$ cat src/design/u8dec_pkg.sv
// shared types and byte-class constants for the utf-8 byte stream decoder
`default_nettype none

package u8dec_pkg;

    localparam int CODE_W = 21;

    // lead byte classes: mask and tag per sequence length
    localparam logic [7:0] LEAD2_MASK = 8'hE0;
    localparam logic [7:0] LEAD2_TAG  = 8'hC0;
    localparam logic [7:0] LEAD3_MASK = 8'hF0;
    localparam logic [7:0] LEAD3_TAG  = 8'hE0;
    localparam logic [7:0] LEAD4_MASK = 8'hF8;
    localparam logic [7:0] LEAD4_TAG  = 8'hF0;

    // payload masks
    localparam logic [7:0] LEAD2_BITS = 8'h1F;
    localparam logic [7:0] LEAD3_BITS = 8'h0F;
    localparam logic [7:0] LEAD4_BITS = 8'h07;
    localparam logic [7:0] FOLLOW_BITS = 8'h3F;

    // follow byte class
    localparam logic [7:0] FOLLOW_MASK = 8'hC0;
    localparam logic [7:0] FOLLOW_TAG  = 8'h80;
    localparam logic [7:0] ASCII_LIMIT = 8'h80;

    typedef struct packed {
        logic [1:0]        pending;
        logic [CODE_W-1:0] acc;
        logic              bad;
    } dec_state_t;

    typedef struct packed {
        logic              valid;
        logic [CODE_W-1:0] code;
        logic              has_code;
        logic              string_end;
    } dec_result_t;

endpackage

`default_nettype wire

$ cat src/design/u8dec_step.sv
// per-byte decode step: next decoder state and the optional result word
`default_nettype none

module u8dec_step
    import u8dec_pkg::*;
(
    input  dec_state_t  state,
    input  logic [7:0]  data_byte,
    input  logic        last_byte,
    output dec_state_t  state_next,
    output dec_result_t result
);

    logic              emit;
    logic [CODE_W-1:0] code;
    logic              bad_n;
    logic [1:0]        pend_n;
    logic [CODE_W-1:0] acc_sh;
    dec_state_t        walk;

    assign bad_n  = state.bad | ((data_byte & FOLLOW_MASK) != FOLLOW_TAG);
    assign pend_n = state.pending - 2'd1;
    assign acc_sh = {state.acc[CODE_W-7:0], data_byte[5:0] & FOLLOW_BITS[5:0]};

    always_comb
    begin
        walk = state;
        emit = 1'b0;
        code = '0;
        if (state.pending == 2'd0)
        begin
            priority if (data_byte < ASCII_LIMIT)
            begin
                emit = 1'b1;
                code = CODE_W'(data_byte);
            end
            else if ((data_byte & LEAD2_MASK) == LEAD2_TAG)
            begin
                walk.acc     = CODE_W'(data_byte & LEAD2_BITS);
                walk.pending = 2'd1;
                walk.bad     = 1'b0;
            end
            else if ((data_byte & LEAD3_MASK) == LEAD3_TAG)
            begin
                walk.acc     = CODE_W'(data_byte & LEAD3_BITS);
                walk.pending = 2'd2;
                walk.bad     = 1'b0;
            end
            else if ((data_byte & LEAD4_MASK) == LEAD4_TAG)
            begin
                walk.acc     = CODE_W'(data_byte & LEAD4_BITS);
                walk.pending = 2'd3;
                walk.bad     = 1'b0;
            end
            else
            begin
                walk = state;  // stray lead, skipped
            end
        end
        else
        begin
            walk.pending = pend_n;
            walk.acc     = acc_sh;
            walk.bad     = bad_n;
            if (pend_n == 2'd0)
            begin
                emit     = !bad_n;
                code     = bad_n ? '0 : acc_sh;
                walk.acc = '0;
                walk.bad = 1'b0;
            end
        end
    end

    always_comb
    begin
        if (last_byte)
        begin
            state_next        = '0;
            result.valid      = 1'b1;
            result.string_end = 1'b1;
        end
        else
        begin
            state_next        = walk;
            result.valid      = emit;
            result.string_end = 1'b0;
        end
        result.code     = code;
        result.has_code = emit;
    end

endmodule

`default_nettype wire

$ cat src/design/utf8_byte_stream_decoder.sv
// top level of the utf-8 byte stream decoder: input stage, decoder state, result register
//
//  channel | direction | handshake            | word fields
//  --------+-----------+----------------------+-------------------------------------
//  in      | input     | in_valid / in_stall  | data_byte[7:0], last_byte
//  out     | output    | out_valid / out_stall| code_point[20:0], has_code, string_end
//
//  one byte is taken each cycle unless in_stall is high; byte and result are registered
//  the rate is set by the single decode step between the input stage and result register
//  a byte that gives no result moves on even while the result register is stalled
//  a byte that gives a result waits in the input stage while a result is held by out_stall
//  rst_n clears the decoder state and both valid flags asynchronously
`default_nettype none

module utf8_byte_stream_decoder
    import u8dec_pkg::*;
(
    input  wire logic              clk,
    input  wire logic              rst_n,
    input  wire logic              in_valid,
    output      logic              in_stall,
    input  wire logic [7:0]        data_byte,
    input  wire logic              last_byte,
    output      logic              out_valid,
    input  wire logic              out_stall,
    output      logic [CODE_W-1:0] code_point,
    output      logic              has_code,
    output      logic              string_end
);

    // input stage
    logic        s1_valid_reg;
    logic        s1_valid_next;
    logic [7:0]  s1_byte_reg;
    logic        s1_last_reg;

    // decoder state
    dec_state_t  state_reg;
    dec_state_t  state_next;

    // result register
    logic        out_valid_reg;
    logic        out_valid_next;
    dec_result_t out_word_reg;

    dec_result_t step_res;
    logic        out_free;
    logic        s1_fire;
    logic        in_take;

    u8dec_step u_step (
        .state      (state_reg),
        .data_byte  (s1_byte_reg),
        .last_byte  (s1_last_reg),
        .state_next (state_next),
        .result     (step_res)
    );

    // result slot can take a word when empty or being drained this cycle
    assign out_free = !out_valid_reg || !out_stall;
    // a staged byte moves on unless its result has nowhere to go
    assign s1_fire  = s1_valid_reg && (!step_res.valid || out_free);
    assign in_stall = s1_valid_reg && !s1_fire;
    assign in_take  = in_valid && !in_stall;

    always_comb
    begin
        if (in_take)
            s1_valid_next = 1'b1;
        else if (s1_fire)
            s1_valid_next = 1'b0;
        else
            s1_valid_next = s1_valid_reg;
    end

    always_comb
    begin
        if (out_free)
            out_valid_next = s1_fire && step_res.valid;
        else
            out_valid_next = out_valid_reg;
    end

    always_ff @(posedge clk or negedge rst_n)
    begin
        if (!rst_n)
        begin
            s1_valid_reg  <= 1'b0;
            out_valid_reg <= 1'b0;
            state_reg     <= '0;
        end
        else
        begin
            s1_valid_reg  <= s1_valid_next;
            out_valid_reg <= out_valid_next;
            if (s1_fire)
                state_reg <= state_next;
        end
    end

    // payload registers, no reset needed
    always_ff @(posedge clk)
    begin
        if (in_take)
        begin
            s1_byte_reg <= data_byte;
            s1_last_reg <= last_byte;
        end
        if (out_free && s1_fire && step_res.valid)
            out_word_reg <= step_res;
    end

    assign out_valid  = out_valid_reg;
    assign code_point = out_word_reg.code;
    assign has_code   = out_word_reg.has_code;
    assign string_end = out_word_reg.string_end;

    // the end of a string leaves the decoder in its reset state
    a_end_clears: assert property (@(posedge clk) disable iff (!rst_n)
        s1_fire && s1_last_reg |=> state_reg == '0)
        else $error("decoder state not cleared after string end");

    // a word without a code point only comes from the string end, with a zero code
    a_empty_is_end: assert property (@(posedge clk) disable iff (!rst_n)
        out_valid && !has_code |-> string_end && code_point == '0)
        else $error("empty result word without string end");

    // the input side only stalls on a staged byte whose result is blocked
    a_stall_cause: assert property (@(posedge clk) disable iff (!rst_n)
        in_stall |-> s1_valid_reg && out_valid_reg && out_stall)
        else $error("input stalled without a blocked result");

    // a held result word is not overwritten
    a_hold_result: assert property (@(posedge clk) disable iff (!rst_n)
        out_valid && out_stall |=> out_valid && $stable(out_word_reg))
        else $error("stalled result word changed");

endmodule

`default_nettype wire

$ cat config.mk
export PLATFORM = sky130hd
export DESIGN_NAME = utf8_byte_stream_decoder
export DESIGN_NICKNAME = d
export VERILOG_FILES = /design/src/design/u8dec_pkg.sv /design/src/design/u8dec_step.sv /design/src/design/utf8_byte_stream_decoder.sv
export SDC_FILE = /design/constraint.sdc
export NUM_CORES = 1
export LEC_CHECK = 0
export ABC_AREA = 1
export BUFFER_PORTS_ARGS = -buffer_cell sky130_fd_sc_hd__buf_2
export CAP_MARGIN = 25
export CORE_MARGIN = 2
export CORE_UTILIZATION = 36
export DETAILED_ROUTE_END_ITERATION = 10
export SLEW_MARGIN = 20
export SYNTH_ARGS = -nofsm -noshare
export SYNTH_HDL_FRONTEND = slang
export SYNTH_SLANG_ARGS = --single-unit
$ cat constraint.sdc
create_clock -name clk -period 2.85 [get_ports clk]
set_input_delay 0.285 -clock clk [delete_from_list [all_inputs] [get_ports clk]]
set_output_delay 0.285 -clock clk [all_outputs]
set_load 0.05 [all_outputs]
== Word level (Yosys, flattened, before mapping) ==
Index checks and enable logic that the tools add are counted.
Widths: inputs -> output; s select.

* Flip-flop bits (word level): 52
* Bits in latches: 0
* Bits in writable memories: 0
* ROM bits: 0
* Output and inout bits: 25
* Logic and storage cells: 55
* Memories kept: 0

* Add/sub/neg operators: 1
* $mul: 0
* Div/mod/pow operators: 0
* Order comparisons: 1
* Equal/unequal tests: 6
* Shift-type cells: 0
* Multiplexer cells: 18
* Bitwise operators: 1
* Reductions and logical operators: 18

{| class="wikitable"
|+ Operators with widths
! kind !! count
|-
| $mux 24 || 6
|-
| $mux 21 || 3
|-
| $mux 22 || 1
|-
| $lt 8x8->1 const B || 1
|-
| $mux 8 || 1
|-
| $mux 1 || 7
|-
| $logic_and 1x1->1 || 6
|-
| $logic_not 1->1 || 6
|-
| $eq 5x5->1 const B || 1
|-
| $ne 5x5->1 const B || 1
|-
| $eq 4x4->1 const B || 1
|-
| $logic_not 2->1 || 2
|-
| $eq 3x3->1 const B || 1
|-
| $ne 3x3->1 const B || 1
|-
| $reduce_and 3->1 || 1
|-
| $logic_or 1x1->1 || 2
|-
| $ne 2x2->1 const B || 1
|-
| $reduce_bool 2->1 || 1
|-
| $sub 2x1->2 const B || 1
|-
| $or 1x1->1 || 1
|}

== Logic depth before layout (Yosys ltp) ==
* Depth after elaboration: 14
* Depth in mapped cells: 9
* Depth with buffers taken out: 8

== Cells and area by module ==
From an unflattened synthesis, not the netlist that was laid out.

* Cell total of the unflattened synthesis: 298
* Area, all modules: 2819.0 µm²

{| class="wikitable"
|+ Modules (own cells, without submodules)
! module !! times used !! cells each !! area an instance (µm²) !! sequential area each (µm²)
|-
| utf8_byte_stream_decoder || 1 || 148 || 2024.4 || 1611.5
|-
| u8dec_step || 1 || 150 || 794.5 || 0.0
|}

== Least setup slack after synthesis ==
Ideal clock, no wire load.

* Path kind: reg-to-output
* Start: register out_valid_reg (netlist: out_valid)
* End: output in_stall
* Arrival time: 1.768 ns
* Required time: 2.565 ns
* Slack: 0.797 ns
* Cell stages (with the launch flop): 6
* Path buffers: 1
* Cells stage by stage: dfrtp_1 nand2_1 inv_1 nand2_4 buf_2 nor2_1

* Cells in the longest elaborated chain, start to end: 6

{| class="wikitable"
|+ RTL lines
! item !! line !! RTL
|-
| from (decl) || utf8_byte_stream_decoder.sv:42 || <nowiki>logic out_valid_reg;</nowiki>
|-
| from (signal assigned) || utf8_byte_stream_decoder.sv:95 || <nowiki>out_valid_reg <= out_valid_next;</nowiki>
|-
| $logic_not 1->1 || utf8_byte_stream_decoder.sv:60 || <nowiki>assign out_free = !out_valid_reg || !out_stall;</nowiki>
|-
| $logic_or 1x1->1 || utf8_byte_stream_decoder.sv:60 ||
|-
| $logic_or 1x1->1 || utf8_byte_stream_decoder.sv:62 || <nowiki>assign s1_fire = s1_valid_reg && (!step_res.valid || out_free);</nowiki>
|-
| $logic_and 1x1->1 || utf8_byte_stream_decoder.sv:62 ||
|-
| $logic_not 1->1 || utf8_byte_stream_decoder.sv:63 || <nowiki>assign in_stall = s1_valid_reg && !s1_fire;</nowiki>
|-
| $logic_and 1x1->1 || utf8_byte_stream_decoder.sv:63 ||
|-
| to (decl) || utf8_byte_stream_decoder.sv:21 || <nowiki>output logic in_stall,</nowiki>
|}

No other way between the ends.

== Final worst setup path ==
* Start: register state_reg[23] (netlist bit)
* End: output in_stall

* Cells in the longest elaborated chain, start to end: 10

{| class="wikitable"
|+ RTL lines
! item !! line !! RTL
|-
| from (decl) || utf8_byte_stream_decoder.sv:38 || <nowiki>dec_state_t state_reg;</nowiki>
|-
| from (signal assigned) || utf8_byte_stream_decoder.sv:97 || <nowiki>state_reg <= state_next;</nowiki>
|-
| $sub 2x1->2 || u8dec_step.sv:22 || <nowiki>assign pend_n = state.pending - 2'd1;</nowiki>
|-
| $logic_not 2->1 || u8dec_step.sv:65 || <nowiki>if (pend_n == 2'd0)</nowiki>
|-
| $mux 1 || u8dec_step.sv:65 ||
|-
| $mux 1 * || u8dec_step.sv:30 || <nowiki>if (state.pending == 2'd0)</nowiki>
|-
| $mux 1 * || u8dec_step.sv:77 || <nowiki>if (last_byte)</nowiki>
|-
| $logic_not 1->1 * || utf8_byte_stream_decoder.sv:62 ||
|-
| $logic_or 1x1->1 * || utf8_byte_stream_decoder.sv:62 ||
|-
| $logic_and 1x1->1 * || utf8_byte_stream_decoder.sv:62 ||
|-
| $logic_not 1->1 * || utf8_byte_stream_decoder.sv:63 ||
|-
| $logic_and 1x1->1 * || utf8_byte_stream_decoder.sv:63 ||
|}

Every way passes the cells marked *; elsewhere a longest branch is shown, timed or not.

==> load_flow_metrics.sql <==
INSERT INTO impl_metrics (metric_group, metric, value, unit) VALUES
('placed_design', 'place_hpwl', '2.86', 'mm'),
('sta', 'worst_slew_pin_slew', '0.470', 'ns'),
('finish', 'area.growth.synth_to_final', '17.5', '%'),
('sta', 'fmaxAchievable', '432', 'MHz'),
('placed_design', 'place_inst', '321', ''),
('clock_tree', 'ctsHtreeMaxLevel', '2', ''),
('logic_synthesis', 'synthTopCellsByArea', 'sky130_fd_sc_hd__edfxtp_1 43%, sky130_fd_sc_hd__dfrtp_1 23%, sky130_fd_sc_hd__nand2_1 7.5%', ''),
('grt', 'number_of_global_route_vias_before_repair', '1447', ''),
('logic_synthesis', 'synth-seq-area-share', '0.661', ''),
('grt', 'grt_max_degree', '24', ''),
('worst_setup_path', 'endpoint_kind', 'output port', ''),
('clock_tree', 'cts_root_buffer', 'sky130_fd_sc_hd__clkbuf_8', ''),
('logic_synthesis', 'post_synthesis_net_count', '227', ''),
('logic_synthesis', 'ys_seq_elements', '52', ''),
('grt', 'grt_remaining_overflow', '0', ''),
('route', 'postRouteWirelength', '4.11', 'mm'),
('power_and_ir_drop', 'p_leak', '1.20', 'nW'),
('placed_design', 'place.gp.congestion', '0.845', ''),
('sta', 'skew', '0.00703', 'ns'),
('logic_synthesis', 'synth_top_area_cell', 'sky130_fd_sc_hd__edfxtp_1', ''),
('floorplanning', 'die_height', '82.4', 'um'),
('finish', 'layout_commonest_cell', 'sky130_fd_sc_hd__nand2_1', ''),
('sta', 'finalSetupViolations', '0', ''),
('clock_tree', 'cts_inserted_buffers', '5', ''),
('logic_synthesis', 'netlist_instances', '214', ''),
('logic_synthesis', 'ys_warn_count', '0', ''),
('floorplanning', 'fp.dieArea', '6790', 'um^2'),
('clock_tree', 'tritoncts_num_sinks', '52', ''),
('sta', 'timing.setup.tns', '0', 'ns'),
('worst_setup_path', 'critPathLaunch', 'state_reg[23]', ''),
('logic_synthesis', 'synth.lib_cells_used.distinct', '24', ''),
('finish', 'antennaDiodeCount', '0', ''),
('floorplanning', 'rows', '28', ''),
('finish', 'nets', '267', ''),
('sta', 'number_of_failing_hold_endpoints_at_the_final_stage', '0', ''),
('worst_setup_path', 'cp-start-kind', 'flop', ''),
('floorplanning', 'pin_count', '38', ''),
('logic_synthesis', 'synth_top_area_share', '0.434', ''),
('finish', 'final-instance-count-excl-fill', '330', ''),
('hold_path', 'worstHoldStart', 'data_byte[5]', ''),
('floorplanning', 'floorplan.core_area', '5920', 'um^2'),
('clock_tree', 'clk_transition_reported_paths', '0.09', 'ns'),
('status', 'outcome', 'complete, no violations', ''),
('grt', 'grt_antenna_before_repair', '0', ''),
('route', 'wl_per_cell', '12.5', 'um'),
('grt', 'grt_first_pass_wirelength', '6.93', 'mm'),
('power_and_ir_drop', 'vdd_drop_max', '0.412', 'mV'),
('hold_path', 'worst_hold_path_type', 'input pin to flop', ''),
('worst_setup_path', 'arrival', '2.03', 'ns'),
('clock_tree', 'cts.hold.buffers_added', '1', ''),
('route', 'detailedRoute.firstPassIterationCount', '4', ''),
('finish', 'largest_register_ff_count', '21', ''),
('worst_setup_path', 'worst-setup-path-type', 'flop to output port', ''),
('route', 'drc_errors', '0', ''),
('route', 'drtIter0Drc', '69', ''),
('route', 'vias', '1494', ''),
('finish', 'layout-drive-gt1-share', '0.235', ''),
('logic_synthesis', 'syn-mean-instance-area', '10.3', 'um^2'),
('clock_tree', 'cts-root-to-sink-buffers', '2', ''),
('clock_tree', 'clock_latency', '0.30', 'ns'),
('grt', 'grt.total_usage', '0.138', ''),
('floorplanning', 'die_w', '82.4', 'um'),
('logic_synthesis', 'netlist_area', '2210', 'um^2'),
('worst_setup_path', 'crit_required', '2.57', 'ns'),
('sta', 'period_share', '0.812', ''),
('worst_setup_path', 'reg2reg_from', 'state_reg[23]', ''),
('clock_tree', 'tritoncts_clock_tree', 'built', ''),
('route', 'route.detailed.vias_per_inst', '4.53', ''),
('run', 'max_cap_viol_count', '0', ''),
('finish', 'commonest_cells_after_routing_fill_and_taps_aside', '44 x sky130_fd_sc_hd__nand2_1, 38 x sky130_fd_sc_hd__nor2_1, 37 x sky130_fd_sc_hd__buf_2', ''),
('sta', 'rsz0062_at_grt', 'false', ''),
('clock_tree', 'post-cts-setup-buffer-count', '0', ''),
('clock_tree', 'cts_resized', '0', ''),
('sta', 'final_max_slew_viol_count', '0', ''),
('placed_design', 'numPortBuffers', '37', ''),
('floorplanning', 'initial_utilization', '0.374', ''),
('route', 'number_of_nets_still_failing_antenna_checks_after_routing', '0', ''),
('power_and_ir_drop', 'cellPowerDensity', '860', 'nW/um^2'),
('sta', 'maxSlewHeadroom', '0.687', ''),
('worst_setup_path', 'path_max_fanout', '22', ''),
('sta', 'finalWorstPathRequiredPeriod', '2.31', 'ns');
## cells by family after synthesis
family	Yosys count	share of synthesized area
DFF	52	0.661
buffers and inverters	39	0.0724
and+or+nand+nor	117	0.245
AOI/OAI and AO/OA	6	0.0221
## worst paths after layout
| check | endpoint | slack, ns | cells after the start |
|---|---|---|---|
| max | in_stall | 0.54 | 6 |
| min | s1_byte_reg[5] | 0.15 | 1 |
| max reg2reg | s1_byte_reg[1] | 0.86 | 6 |
| min reg2reg | state_reg[7] | 0.48 | 2 |
| max in group asynchronous | state_reg[6] | 2.06 | 2 |
| min in group asynchronous | out_valid | 0.46 | 2 |
## through the flow
| stage | power [mW] | setup WS (ns) | utilization | hold slack, ns | instance area, um^2 |
|---|---|---|---|---|---|
| 4_1_cts | 2.26 | 0.515 | 0.439 | 0.145 | 2600 |
| 3_5_place_dp | 1.71 | 0.846 | 0.416 | 0.271 | 2460 |
| 6_report | 2.24 | 0.536 | 0.439 | 0.152 | 2600 |
| 5_1_grt | 2.36 | 0.390 | 0.439 | 0.139 | 2600 |
| 2_1_floorplan | 1.57 | 0.797 | - | -0.0106 | 2210 |
| 3_3_place_gp | 1.70 | 0.907 | 0.416 | 0.267 | 2460 |
## layer usage
layer | share of wire | track usage | up-vias
li1 | - | - | 755
met1 | 0.46 | 0.185 | 701
met2 | 0.47 | 0.218 | 34
met3 | 0.045 | 0.0261 | 4
met4 | 0.019 | 0.0600 | 0
met5 | 0 | 0 | -
## critical path, cell delays in order (launching register included)
cell and delay [ns]:
sky130_fd_sc_hd__dfrtp_1 0.44, sky130_fd_sc_hd__nor2_2 0.16, sky130_fd_sc_hd__nand3_2 0.32, sky130_fd_sc_hd__nand3_2 0.21, sky130_fd_sc_hd__nand2_4 0.20, sky130_fd_sc_hd__nor2_1 0.13
sky130_fd_sc_hd__buf_2 0.27
## cell usage after synthesis
| master | instances |
|---|---|
| sky130_fd_sc_hd__nand2_8 | 1 |
| sky130_fd_sc_hd__nand2_1 | 44 |
| sky130_fd_sc_hd__buf_2 | 2 |
| sky130_fd_sc_hd__dfrtp_1 | 20 |
| sky130_fd_sc_hd__nand2_4 | 1 |
| sky130_fd_sc_hd__nor2_8 | 1 |
| sky130_fd_sc_hd__nor2_1 | 38 |
| sky130_fd_sc_hd__nand3_2 | 2 |
| sky130_fd_sc_hd__o21bai_1 | 1 |
| sky130_fd_sc_hd__edfxtp_1 | 32 |
| sky130_fd_sc_hd__inv_2 | 2 |
| sky130_fd_sc_hd__nor2_2 | 3 |
| sky130_fd_sc_hd__inv_1 | 31 |
| sky130_fd_sc_hd__a21oi_2 | 1 |
| sky130_fd_sc_hd__buf_4 | 1 |
| sky130_fd_sc_hd__o21ai_0 | 2 |
| sky130_fd_sc_hd__o21ai_4 | 1 |
| sky130_fd_sc_hd__nand2_2 | 1 |
| sky130_fd_sc_hd__o22ai_1 | 1 |
| sky130_fd_sc_hd__buf_6 | 1 |
| sky130_fd_sc_hd__clkbuf_1 | 2 |
| sky130_fd_sc_hd__and3_1 | 1 |
| sky130_fd_sc_hd__nand3_1 | 24 |
| sky130_fd_sc_hd__nor2_4 | 1 |
## cell type report
type / instances / area (um^2)
clock buffers: 7 / 96.3
clock inverters: 1 / 30.0
fillers: 581 / 3320
inverters: 33 / 124
multi-input cells: 123 / 591
flip-flops and latches: 52 / 1460
well taps: 75 / 93.8
repair buffers: 39 / 203
## report_power, final
group          switching, mW  total (mW)  internal, mW
combinational          0.526       0.678         0.152
sequential            0.0614        1.01         0.952
clock                  0.235       0.545         0.310
Note: power is estimated with default switching activity, not from simulation.
